===== config.mk =====
export PLATFORM = sky130hd
export DESIGN_NAME = packet_flow_header_parser
export DESIGN_NICKNAME = d
export VERILOG_FILES = /design/src/rtl/fph_pkg.sv /design/src/rtl/packet_flow_header_parser.sv /design/src/rtl/fph_parse.sv
export SDC_FILE = /design/constraint.sdc
export NUM_CORES = 2
export LEC_CHECK = 0
export BUFFER_PORTS_ARGS = -buffer_cell sky130_fd_sc_hd__buf_4
export CORE_MARGIN = 3
export CORE_UTILIZATION = 60
export CTS_CLUSTER_DIAMETER = 60
export DETAILED_ROUTE_END_ITERATION = 10
export PLACE_DENSITY = 0.9
export SETUP_SLACK_MARGIN = 0.3
export SLEW_MARGIN = 20
export SYNTH_ARGS = -nofsm -noshare
export SYNTH_HDL_FRONTEND = slang
export SYNTH_SLANG_ARGS = --single-unit

===== constraint.sdc =====
create_clock -name clk_i -period 15.05 [get_ports clk_i]
set_input_delay 1.505 -clock clk_i [delete_from_list [all_inputs] [get_ports clk_i]]
set_output_delay 1.505 -clock clk_i [all_outputs]
set_load 0.005 [all_outputs]

===== src/rtl/fph_pkg.sv =====
// fph_pkg: shared types and constants of the flow header parser
// no dependencies; used by fph_parse and packet_flow_header_parser
package fph_pkg;

  localparam int unsigned OFFSET_BITS = 17;
  localparam logic [OFFSET_BITS-1:0] POS_MAX = {OFFSET_BITS{1'b1}};

  localparam logic [1:0] MAX_VLAN_TAGS   = 2'd2;
  localparam logic [2:0] MAX_EXT_HEADERS = 3'd6;

  // parse status codes
  localparam logic [1:0] ST_OK    = 2'd0;
  localparam logic [1:0] ST_ERR   = 2'd1;
  localparam logic [1:0] ST_UNSUP = 2'd2;

  // ethertypes
  localparam logic [15:0] ETH_VLAN  = 16'h8100;
  localparam logic [15:0] ETH_QINQ  = 16'h88a8;
  localparam logic [15:0] ETH_IPV4  = 16'h0800;
  localparam logic [15:0] ETH_IPV6  = 16'h86dd;

  // ip protocol numbers
  localparam logic [7:0] PROTO_HOPOPT = 8'd0;
  localparam logic [7:0] PROTO_ROUTE  = 8'd43;
  localparam logic [7:0] PROTO_FRAG   = 8'd44;
  localparam logic [7:0] PROTO_AH     = 8'd51;
  localparam logic [7:0] PROTO_DSTOPT = 8'd60;
  localparam logic [7:0] PROTO_TCP    = 8'd6;
  localparam logic [7:0] PROTO_UDP    = 8'd17;

  localparam logic [15:0] V4_FRAG_MASK = 16'h1fff;
  localparam logic [15:0] V6_FRAG_MASK = 16'hfff8;

  // one flow record
  typedef struct packed {
    logic [1:0]  status;
    logic [2:0]  family;
    logic [7:0]  proto;
    logic [7:0]  flags;
    logic [15:0] sport;
    logic [15:0] dport;
    logic [16:0] length;
    logic [63:0] saddr_hi;
    logic [63:0] saddr_lo;
    logic [63:0] daddr_hi;
    logic [63:0] daddr_lo;
    logic [31:0] port_tag;
  } rec_t;

endpackage


===== src/rtl/packet_flow_header_parser.sv =====
// packet_flow_header_parser: input byte register, parse core and flow record register
// depends on fph_pkg and fph_parse
// the record register loads as a frame's last byte leaves the input register
// throughput: one byte per cycle; a frame's last byte waits in the input register
// while the previous record is still stalled
// reset: asynchronous, active low; clears parse state, port_id and both valid flags
module packet_flow_header_parser (
  input  logic        clk_i,
  input  logic        rst_ni,
  input  logic        port_id_we_i,
  input  logic [31:0] port_id_i,
  input  logic        in_valid_i,
  output logic        in_stall_o,
  input  logic [7:0]  frame_byte_i,
  input  logic        frame_end_i,
  output logic        out_valid_o,
  input  logic        out_stall_i,
  output logic [1:0]  parse_status_o,
  output logic [2:0]  ip_family_o,
  output logic [7:0]  l4_protocol_o,
  output logic [7:0]  tcp_flag_bits_o,
  output logic [15:0] source_port_o,
  output logic [15:0] dest_port_o,
  output logic [16:0] ip_length_o,
  output logic [63:0] source_addr_high_o,
  output logic [63:0] source_addr_low_o,
  output logic [63:0] dest_addr_high_o,
  output logic [63:0] dest_addr_low_o,
  output logic [31:0] port_tag_o
);

  logic          in_v_q;
  logic [7:0]    byte_q;
  logic          end_q;
  logic          out_v_q;
  fph_pkg::rec_t out_q;
  fph_pkg::rec_t rec;
  logic [31:0]   port_id_q;
  logic          advance;
  logic          load;

  // byte moves on unless it closes a frame while the record register is blocked
  assign advance    = in_v_q && !(end_q && out_v_q && out_stall_i);
  assign in_stall_o = in_v_q && !advance;
  assign load       = in_valid_i && !in_stall_o;

  fph_parse u_parse (
    .clk_i     (clk_i),
    .rst_ni    (rst_ni),
    .step_i    (advance),
    .byte_i    (byte_q),
    .last_i    (end_q),
    .port_id_i (port_id_q),
    .rec_o     (rec)
  );

  // input byte register
  always_ff @(posedge clk_i or negedge rst_ni) begin
    if (!rst_ni) begin
      in_v_q <= 1'b0;
    end else if (load) begin
      in_v_q <= 1'b1;
    end else if (advance) begin
      in_v_q <= 1'b0;
    end
  end

  always_ff @(posedge clk_i) begin
    if (load) begin
      byte_q <= frame_byte_i;
      end_q  <= frame_end_i;
    end
  end

  // interface number register
  always_ff @(posedge clk_i or negedge rst_ni) begin
    if (!rst_ni) begin
      port_id_q <= '0;
    end else if (port_id_we_i) begin
      port_id_q <= port_id_i;
    end
  end

  // flow record register
  always_ff @(posedge clk_i or negedge rst_ni) begin
    if (!rst_ni) begin
      out_v_q <= 1'b0;
    end else if (advance && end_q) begin
      out_v_q <= 1'b1;
    end else if (!out_stall_i) begin
      out_v_q <= 1'b0;
    end
  end

  always_ff @(posedge clk_i) begin
    if (advance && end_q) out_q <= rec;
  end

  assign out_valid_o        = out_v_q;
  assign parse_status_o     = out_q.status;
  assign ip_family_o        = out_q.family;
  assign l4_protocol_o      = out_q.proto;
  assign tcp_flag_bits_o    = out_q.flags;
  assign source_port_o      = out_q.sport;
  assign dest_port_o        = out_q.dport;
  assign ip_length_o        = out_q.length;
  assign source_addr_high_o = out_q.saddr_hi;
  assign source_addr_low_o  = out_q.saddr_lo;
  assign dest_addr_high_o   = out_q.daddr_hi;
  assign dest_addr_low_o    = out_q.daddr_lo;
  assign port_tag_o         = out_q.port_tag;

endmodule


===== src/rtl/fph_parse.sv =====
// fph_parse: running header parse state, one byte per step, and the flow record
// built when the last byte of a frame arrives; depends on fph_pkg
module fph_parse (
  input  logic          clk_i,
  input  logic          rst_ni,
  input  logic          step_i,
  input  logic [7:0]    byte_i,
  input  logic          last_i,
  input  logic [31:0]   port_id_i,
  output fph_pkg::rec_t rec_o
);

  typedef enum logic [3:0] {
    PH_ETH, PH_TAG, PH_V4, PH_V6, PH_FRAG, PH_EXT, PH_TCP, PH_UDP, PH_DONE
  } phase_e;

  typedef struct packed {
    phase_e      ph;
    logic [16:0] start;
    logic [5:0]  size;
    logic [1:0]  verdict;
  } disp_t;

  function automatic logic [16:0] room(input logic [16:0] cur, input logic [16:0] ie);
    return (cur >= ie) ? 17'd0 : ie - cur;
  endfunction

  function automatic logic is_ext(input logic [7:0] p);
    return p == fph_pkg::PROTO_HOPOPT || p == fph_pkg::PROTO_ROUTE ||
           p == fph_pkg::PROTO_FRAG || p == fph_pkg::PROTO_AH ||
           p == fph_pkg::PROTO_DSTOPT;
  endfunction

  function automatic disp_t go(input phase_e ph, input logic [16:0] st,
                               input logic [5:0] sz);
    disp_t d;
    d.ph = ph;
    d.start = st;
    d.size = sz;
    d.verdict = fph_pkg::ST_OK;
    return d;
  endfunction

  function automatic disp_t fin(input logic [1:0] v);
    disp_t d;
    d.ph = PH_DONE;
    d.start = 17'd0;
    d.size = 6'd0;
    d.verdict = v;
    return d;
  endfunction

  function automatic disp_t l2(input logic [15:0] nt, input logic [1:0] tags,
                               input logic [16:0] off);
    disp_t d;
    if ((nt == fph_pkg::ETH_VLAN || nt == fph_pkg::ETH_QINQ) &&
        tags < fph_pkg::MAX_VLAN_TAGS) d = go(PH_TAG, off, 6'd4);
    else if (nt == fph_pkg::ETH_IPV4) d = go(PH_V4, off, 6'd20);
    else if (nt == fph_pkg::ETH_IPV6) d = go(PH_V6, off, 6'd40);
    else d = fin(fph_pkg::ST_UNSUP);
    return d;
  endfunction

  function automatic disp_t transport(input logic [16:0] cur, input logic [7:0] p,
                                      input logic [16:0] ie);
    disp_t d;
    if (p == fph_pkg::PROTO_TCP) begin
      d = (room(cur, ie) < 17'd14) ? fin(fph_pkg::ST_ERR) : go(PH_TCP, cur, 6'd14);
    end else if (p == fph_pkg::PROTO_UDP) begin
      d = (room(cur, ie) < 17'd8) ? fin(fph_pkg::ST_ERR) : go(PH_UDP, cur, 6'd8);
    end else begin
      d = fin(fph_pkg::ST_OK);
    end
    return d;
  endfunction

  function automatic disp_t ext_disp(input logic [16:0] cur, input logic [7:0] p,
                                     input logic [2:0] cnt, input logic [16:0] ie);
    disp_t d;
    if (is_ext(p) && cnt < fph_pkg::MAX_EXT_HEADERS) begin
      if (p == fph_pkg::PROTO_FRAG)
        d = (room(cur, ie) < 17'd8) ? fin(fph_pkg::ST_ERR) : go(PH_FRAG, cur, 6'd8);
      else
        d = (room(cur, ie) < 17'd2) ? fin(fph_pkg::ST_ERR) : go(PH_EXT, cur, 6'd2);
    end else if (is_ext(p)) begin
      d = fin(fph_pkg::ST_UNSUP);
    end else begin
      d = transport(cur, p, ie);
    end
    return d;
  endfunction

  // state registers
  phase_e      phase_q, phase_d;
  logic [16:0] pos_q, pos_d;
  logic [15:0] ntype_q, ntype_d;
  logic [16:0] hstart_q;
  logic [5:0]  hsize_q;
  logic [16:0] ip_end_q, ip_end_d;
  logic [1:0]  tag_cnt_q, tag_cnt_d;
  logic [2:0]  ext_cnt_q, ext_cnt_d;
  logic [63:0] addr_q [4];
  logic [63:0] addr_d [4];
  logic [2:0]  family_q, family_d;
  logic [7:0]  proto_q, proto_d;
  logic [7:0]  flags_q, flags_d;
  logic [15:0] sport_q, sport_d;
  logic [15:0] dport_q, dport_d;
  logic [16:0] length_q, length_d;
  logic [1:0]  verdict_q;
  logic [7:0]  cap_q [40];
  logic [7:0]  cap_d [40];

  disp_t       disp;
  logic        hdone;
  logic        capt;
  logic [16:0] diff;
  logic [5:0]  off;
  logic [5:0]  hl;
  logic [15:0] tl;
  logic [11:0] elen;
  logic [1:0]  status;

  // capture the byte and run the header step when a header completes
  always_comb begin
    pos_d     = (pos_q != fph_pkg::POS_MAX) ? pos_q + 17'd1 : pos_q;
    phase_d   = phase_q;
    ntype_d   = ntype_q;
    ip_end_d  = ip_end_q;
    tag_cnt_d = tag_cnt_q;
    ext_cnt_d = ext_cnt_q;
    addr_d    = addr_q;
    family_d  = family_q;
    proto_d   = proto_q;
    flags_d   = flags_q;
    sport_d   = sport_q;
    dport_d   = dport_q;
    length_d  = length_q;
    cap_d     = cap_q;
    disp      = go(phase_q, hstart_q, hsize_q);
    disp.verdict = verdict_q;
    hl   = 6'd0;
    tl   = 16'd0;
    elen = 12'd0;

    diff  = pos_q - hstart_q;
    off   = diff[5:0];
    capt  = (phase_q != PH_DONE) && (pos_q >= hstart_q) && (diff < {11'd0, hsize_q});
    hdone = capt && (off == hsize_q - 6'd1);
    if (capt) cap_d[off] = byte_i;

    if (hdone) begin
      case (phase_q)
        PH_ETH: begin
          ntype_d = {cap_d[12], cap_d[13]};
          disp = l2(ntype_d, tag_cnt_q, 17'd14);
        end
        PH_TAG: begin
          ntype_d = {cap_d[2], cap_d[3]};
          tag_cnt_d = tag_cnt_q + 2'd1;
          disp = l2(ntype_d, tag_cnt_d, hstart_q + 17'd4);
        end
        PH_V4: begin
          hl = {cap_d[0][3:0], 2'b00};
          tl = {cap_d[2], cap_d[3]};
          if (cap_d[0][7:4] != 4'd4 || hl < 6'd20 || tl < {10'd0, hl}) begin
            disp = fin(fph_pkg::ST_ERR);
          end else begin
            ip_end_d = hstart_q + {1'b0, tl};
            family_d = 3'd4;
            length_d = {1'b0, tl};
            addr_d[1] = {32'd0, cap_d[12], cap_d[13], cap_d[14], cap_d[15]};
            addr_d[3] = {32'd0, cap_d[16], cap_d[17], cap_d[18], cap_d[19]};
            proto_d = cap_d[9];
            if (({cap_d[6], cap_d[7]} & fph_pkg::V4_FRAG_MASK) != 16'd0)
              disp = fin(fph_pkg::ST_OK);
            else
              disp = transport(hstart_q + {11'd0, hl}, cap_d[9], ip_end_d);
          end
        end
        PH_V6: begin
          tl = {cap_d[4], cap_d[5]};
          if (cap_d[0][7:4] != 4'd6) begin
            disp = fin(fph_pkg::ST_ERR);
          end else if (tl == 16'd0) begin
            disp = fin(fph_pkg::ST_UNSUP);
          end else begin
            ip_end_d = hstart_q + 17'd40 + {1'b0, tl};
            family_d = 3'd6;
            length_d = 17'd40 + {1'b0, tl};
            for (int i = 0; i < 4; i++) begin
              addr_d[i] = {cap_d[8+8*i], cap_d[9+8*i], cap_d[10+8*i], cap_d[11+8*i],
                           cap_d[12+8*i], cap_d[13+8*i], cap_d[14+8*i], cap_d[15+8*i]};
            end
            ntype_d = {8'd0, cap_d[6]};
            if (!is_ext(cap_d[6])) proto_d = cap_d[6];
            disp = ext_disp(hstart_q + 17'd40, cap_d[6], ext_cnt_q, ip_end_d);
          end
        end
        PH_FRAG: begin
          ext_cnt_d = ext_cnt_q + 3'd1;
          if (({cap_d[2], cap_d[3]} & fph_pkg::V6_FRAG_MASK) != 16'd0) begin
            proto_d = cap_d[0];
            disp = fin(fph_pkg::ST_OK);
          end else begin
            ntype_d = {8'd0, cap_d[0]};
            if (!is_ext(cap_d[0])) proto_d = cap_d[0];
            disp = ext_disp(hstart_q + 17'd8, cap_d[0], ext_cnt_d, ip_end_q);
          end
        end
        PH_EXT: begin
          if (ntype_q == {8'd0, fph_pkg::PROTO_AH})
            elen = ({4'd0, cap_d[1]} + 12'd2) << 2;
          else
            elen = ({4'd0, cap_d[1]} + 12'd1) << 3;
          if (elen < 12'd8 || {5'd0, elen} > room(hstart_q, ip_end_q)) begin
            disp = fin(fph_pkg::ST_ERR);
          end else begin
            ext_cnt_d = ext_cnt_q + 3'd1;
            ntype_d = {8'd0, cap_d[0]};
            if (!is_ext(cap_d[0])) proto_d = cap_d[0];
            disp = ext_disp(hstart_q + {5'd0, elen}, cap_d[0], ext_cnt_d, ip_end_q);
          end
        end
        PH_TCP: begin
          hl = {cap_d[12][7:4], 2'b00};
          if (hl < 6'd20 || {11'd0, hl} > room(hstart_q, ip_end_q)) begin
            disp = fin(fph_pkg::ST_ERR);
          end else begin
            sport_d = {cap_d[0], cap_d[1]};
            dport_d = {cap_d[2], cap_d[3]};
            flags_d = cap_d[13];
            disp = fin(fph_pkg::ST_OK);
          end
        end
        PH_UDP: begin
          tl = {cap_d[4], cap_d[5]};
          if (tl < 16'd8 || {1'b0, tl} > room(hstart_q, ip_end_q)) begin
            disp = fin(fph_pkg::ST_ERR);
          end else begin
            sport_d = {cap_d[0], cap_d[1]};
            dport_d = {cap_d[2], cap_d[3]};
            disp = fin(fph_pkg::ST_OK);
          end
        end
        default: begin
          disp = fin(fph_pkg::ST_ERR);
        end
      endcase
    end
    phase_d = disp.ph;
  end

  // final verdict, with the frame length check
  always_comb begin
    if (phase_d != PH_DONE) status = fph_pkg::ST_ERR;
    else if (disp.verdict != fph_pkg::ST_ERR && pos_d < ip_end_d) status = fph_pkg::ST_ERR;
    else status = disp.verdict;

    rec_o = '0;
    rec_o.status = status;
    if (status == fph_pkg::ST_OK) begin
      rec_o.family   = family_d;
      rec_o.proto    = proto_d;
      rec_o.flags    = flags_d;
      rec_o.sport    = sport_d;
      rec_o.dport    = dport_d;
      rec_o.length   = length_d;
      rec_o.saddr_hi = addr_d[0];
      rec_o.saddr_lo = addr_d[1];
      rec_o.daddr_hi = addr_d[2];
      rec_o.daddr_lo = addr_d[3];
      rec_o.port_tag = port_id_i;
    end
  end

  // header capture bytes
  always_ff @(posedge clk_i) begin
    if (step_i) cap_q <= cap_d;
  end

  // parse state, cleared at reset and after each frame end
  always_ff @(posedge clk_i or negedge rst_ni) begin
    if (!rst_ni) begin
      phase_q   <= PH_ETH;
      pos_q     <= '0;
      ntype_q   <= '0;
      hstart_q  <= '0;
      hsize_q   <= 6'd14;
      ip_end_q  <= '0;
      tag_cnt_q <= '0;
      ext_cnt_q <= '0;
      for (int i = 0; i < 4; i++) addr_q[i] <= '0;
      family_q  <= '0;
      proto_q   <= '0;
      flags_q   <= '0;
      sport_q   <= '0;
      dport_q   <= '0;
      length_q  <= '0;
      verdict_q <= fph_pkg::ST_OK;
    end else if (step_i) begin
      if (last_i) begin
        phase_q   <= PH_ETH;
        pos_q     <= '0;
        ntype_q   <= '0;
        hstart_q  <= '0;
        hsize_q   <= 6'd14;
        ip_end_q  <= '0;
        tag_cnt_q <= '0;
        ext_cnt_q <= '0;
        for (int i = 0; i < 4; i++) addr_q[i] <= '0;
        family_q  <= '0;
        proto_q   <= '0;
        flags_q   <= '0;
        sport_q   <= '0;
        dport_q   <= '0;
        length_q  <= '0;
        verdict_q <= fph_pkg::ST_OK;
      end else begin
        phase_q   <= phase_d;
        pos_q     <= pos_d;
        ntype_q   <= ntype_d;
        hstart_q  <= disp.start;
        hsize_q   <= disp.size;
        ip_end_q  <= ip_end_d;
        tag_cnt_q <= tag_cnt_d;
        ext_cnt_q <= ext_cnt_d;
        addr_q    <= addr_d;
        family_q  <= family_d;
        proto_q   <= proto_d;
        flags_q   <= flags_d;
        sport_q   <= sport_d;
        dport_q   <= dport_d;
        length_q  <= length_d;
        verdict_q <= disp.verdict;
      end
    end
  end

endmodule

==> impl_metrics.env <==
export IMPL_p_per_area_mw_per_mm2=112
export IMPL_synthesis_nets=6344
export IMPL_finalPower_mw=7.88
export IMPL_cp_start_kind="register"
export IMPL_fin_util=0.690
export IMPL_via_per_inst=7.01
export IMPL_die_h_um=328
export IMPL_top_layer="met5"
export IMPL_h_tree_depth=3
export IMPL_hpwl_um=157000
export IMPL_rows=117
export IMPL_final_nets=6624
export IMPL_whs_ns=0.475
export IMPL_grt_max_degree=163
export IMPL_antenna_found_initial=9
export IMPL_synth_cells=6084
export IMPL_dr_wl_met3_um=35300
export IMPL_critical_path_max_stage_delay_ns=0.67
export IMPL_ys_ff_latch=1128
export IMPL_path_max_fanout=162
export IMPL_hp_class="reg -> reg"
export IMPL_netlist_area_sq_mm=0.0622
export IMPL_crit_top_cell="a21oi_1"
export IMPL_slew_viol_final=0
export IMPL_fin_crit_sh=0.936
export IMPL_cts_clk_slew_worst_paths_ns=0.06
export IMPL_synth_warnings=0
export IMPL_drtPass1Iterations=6
export IMPL_wl_met1_um=85400
export IMPL_floorplan_core_area_sq_mm=0.102
export IMPL_synth_cell_types=101
export IMPL_area_delta_synth_final_pct=13.5
export IMPL_ant_nets=0
export IMPL_drcViolationCount=0
export IMPL_cts_buffers=119
export IMPL_worst_skew_pair_late_latency_ns=0.74
export IMPL_port_buffers=405
export IMPL_overflow=0
export IMPL_holdBufCountCts=0
export IMPL_skew_ns=0.0635
export IMPL_final_cell_area_sq_mm=0.0706
export IMPL_arrival_ns=14.62
export IMPL_maxCapViolations=0
export IMPL_post_route_min_period_ns=14.09
export IMPL_drive_above_1_share=0.163
export IMPL_cts_tree="built"
export IMPL_tns_ns=0
export IMPL_cp_end_kind="register"
export IMPL_synthFlopType="edfxtp_1"
export IMPL_ys_seq_area_frac=0.509
export IMPL_cts_buffer_depth=3
export IMPL_placed_area_sq_mm=0.0666
export IMPL_hold_viol=0
export IMPL_final_cell_mix="nand2_1, edfxtp_1, buf_4"
export IMPL_setup_viol=0
export IMPL_synth_edff_count=687
export IMPL_root_buffer="clkbuf_16"
export IMPL_ir_drop_v=0.000110
export IMPL_vias=55000
export IMPL_rsz0062_at_grt="false"
export IMPL_grt_total_usage=0.427
export IMPL_gp_congestion=1.07
export IMPL_leakage_nw=27.4
export IMPL_start_util=0.608
export IMPL_clock_sinks=1128
export IMPL_path_class="reg -> reg"
export IMPL_drt_total_wl_um=236000
export IMPL_die_area_sq_mm=0.108
export IMPL_pin_count=406
export IMPL_max_slew_worst_pin_slew_ns=1.26
export IMPL_routedWlPerCell_um=30.0
export IMPL_layout_commonest_cell="nand2_1"
export IMPL_dr_wl_met2_um=102000
export IMPL_timing_fmax_mhz=71.0
export IMPL_grt_pass1_vias=52900
export IMPL_die_w_um=328
export IMPL_num_fill_cells=6940
export IMPL_status="complete, no violations"
export IMPL_synthArstFlopShare=0.391
export IMPL_grt_pass1_wl_um=345000
export IMPL_cp_required_ns=15.59
export IMPL_slew_headroom=0.156
export IMPL_avgSynthCellArea_sq_um=10.2
export IMPL_slowest_stage="dfrtp_1"
export IMPL_drt_iter0_drc=8539
per-layer routing:
metal / vias to the layer above / global-route usage
met4: 12 / 0.201
li1: 22700 / -
met5: - / 0
met1: 26700 / 0.571
met2: 4744 / 0.627
met3: 865 / 0.146
synthesized netlist by cell type (41+ instances only):
cell type / number / area share
nor2b_1: 41 / 0.0041
nor2_1: 511 / 0.031
a22oi_1: 101 / 0.012
nor4_1: 48 / 0.0048
nand2_1: 819 / 0.049
a21oi_1: 388 / 0.031
nor3_1: 102 / 0.0082
a22o_1: 127 / 0.018
nand2b_1: 105 / 0.011
o21ai_0: 439 / 0.035
nand3_1: 85 / 0.0068
mux2_2: 194 / 0.035
ha_1: 206 / 0.041
mux2i_1: 239 / 0.038
o22ai_1: 49 / 0.0049
clkbuf_1: 279 / 0.017
a211oi_2: 66 / 0.013
a211oi_1: 44 / 0.0053
inv_1: 287 / 0.017
edfxtp_1: 687 / 0.33
xnor2_1: 109 / 0.015
dfrtp_1: 438 / 0.18
a21o_1: 44 / 0.0053
buf_2: 46 / 0.0037
nand4_1: 45 / 0.0045
sequential cells by signal, indices dropped and copies added (netlist names), 32 cells and up:
name and count:
u_parse.cap_q 320, u_parse.addr_q 256, dest_addr_high_o 64, dest_addr_low_o 64, source_addr_high_o 64, source_addr_low_o 64
port_id_q 32, port_tag_o 32
cell type report:
type,instances,area [sq um],share of cell area
antenna,5,12.5,0.000177
timing repair buffer,512,3960,0.0560
clock inverter,69,678,0.00961
tap,1368,1710,0.0242
clock buffer,157,3260,0.0462
multi-input combinational,4312,28200,0.399
inverter,291,1110,0.0157
sequential,1128,31700,0.449
where the power goes:
group          leakage [nW]  internal (mW)  switching [mW]
clock network          1.93           1.66            1.33
registers              12.8           3.46          0.0801
logic                  12.7          0.398           0.943
final timing paths:
check	slack, ns	depth (start not counted)	start	to
max in group asynchronous	11.88	3	rst_ni	u_parse.ip_end_q[14]$_DFFE_PN0P_
min in group asynchronous	0.75	1	rst_ni	u_parse.addr_q[15]$_DFFE_PN0P_
hold / removal	0.48	2	u_parse.length_q[13]$_DFFE_PN0P_	u_parse.length_q[13]$_DFFE_PN0P_
setup reg to reg	0.96	52	u_parse.hstart_q[3]$_DFFE_PN0P_	dest_addr_high_o[17]$_SDFFCE_PP0P_
hold reg to reg	0.48	2	u_parse.length_q[13]$_DFFE_PN0P_	u_parse.length_q[13]$_DFFE_PN0P_
setup / recovery	0.96	52	u_parse.hstart_q[3]$_DFFE_PN0P_	dest_addr_high_o[17]$_SDFFCE_PP0P_
worst max-delay path, delay by kind of cell, from the launching register on:
family | cells | cell delay, ns
adders and majority gates | 4 | 1.38
xor gates and xnor gates | 3 | 0.81
buffers and inverters | 8 | 2.14
and+or+nand+nor | 14 | 3.90
AOI/OAI and AO/OA | 22 | 4.19
muxes | 1 | 0.60
DFF | 1 | 0.67
stage by stage:
stage,setup slack (ns),std cells
final,0.964,7842
after global routing,0.318,7837
after CTS,1.15,7836
after detailed placement,1.20,7610
after global placement,1.30,7609
after floorplan,1.82,6084
cell families (layout without fill, tap and decap cells):
group	Yosys count	after routing	share of synthesized area
AO/OA/AOI/OAI	1569	1569	0.167
other	0	5	0
XOR/XNOR	148	148	0.0210
AND/OR/NAND/NOR	1947	1947	0.144
buffers and inverters	644	1029	0.0414
flip-flops	1128	1128	0.509
adder cells (fa/ha/maj)	214	214	0.0440
multiplexers	434	434	0.0738
repair_timing:
| item | 4_1_cts | 5_1_grt |
|---|---|---|
| setup endpoints to repair | 0 | 117 |
| gates resized for setup | 0 | 3 |
| setup buffers | 0 | 0 |
Power figures use the tool's default switching activity.
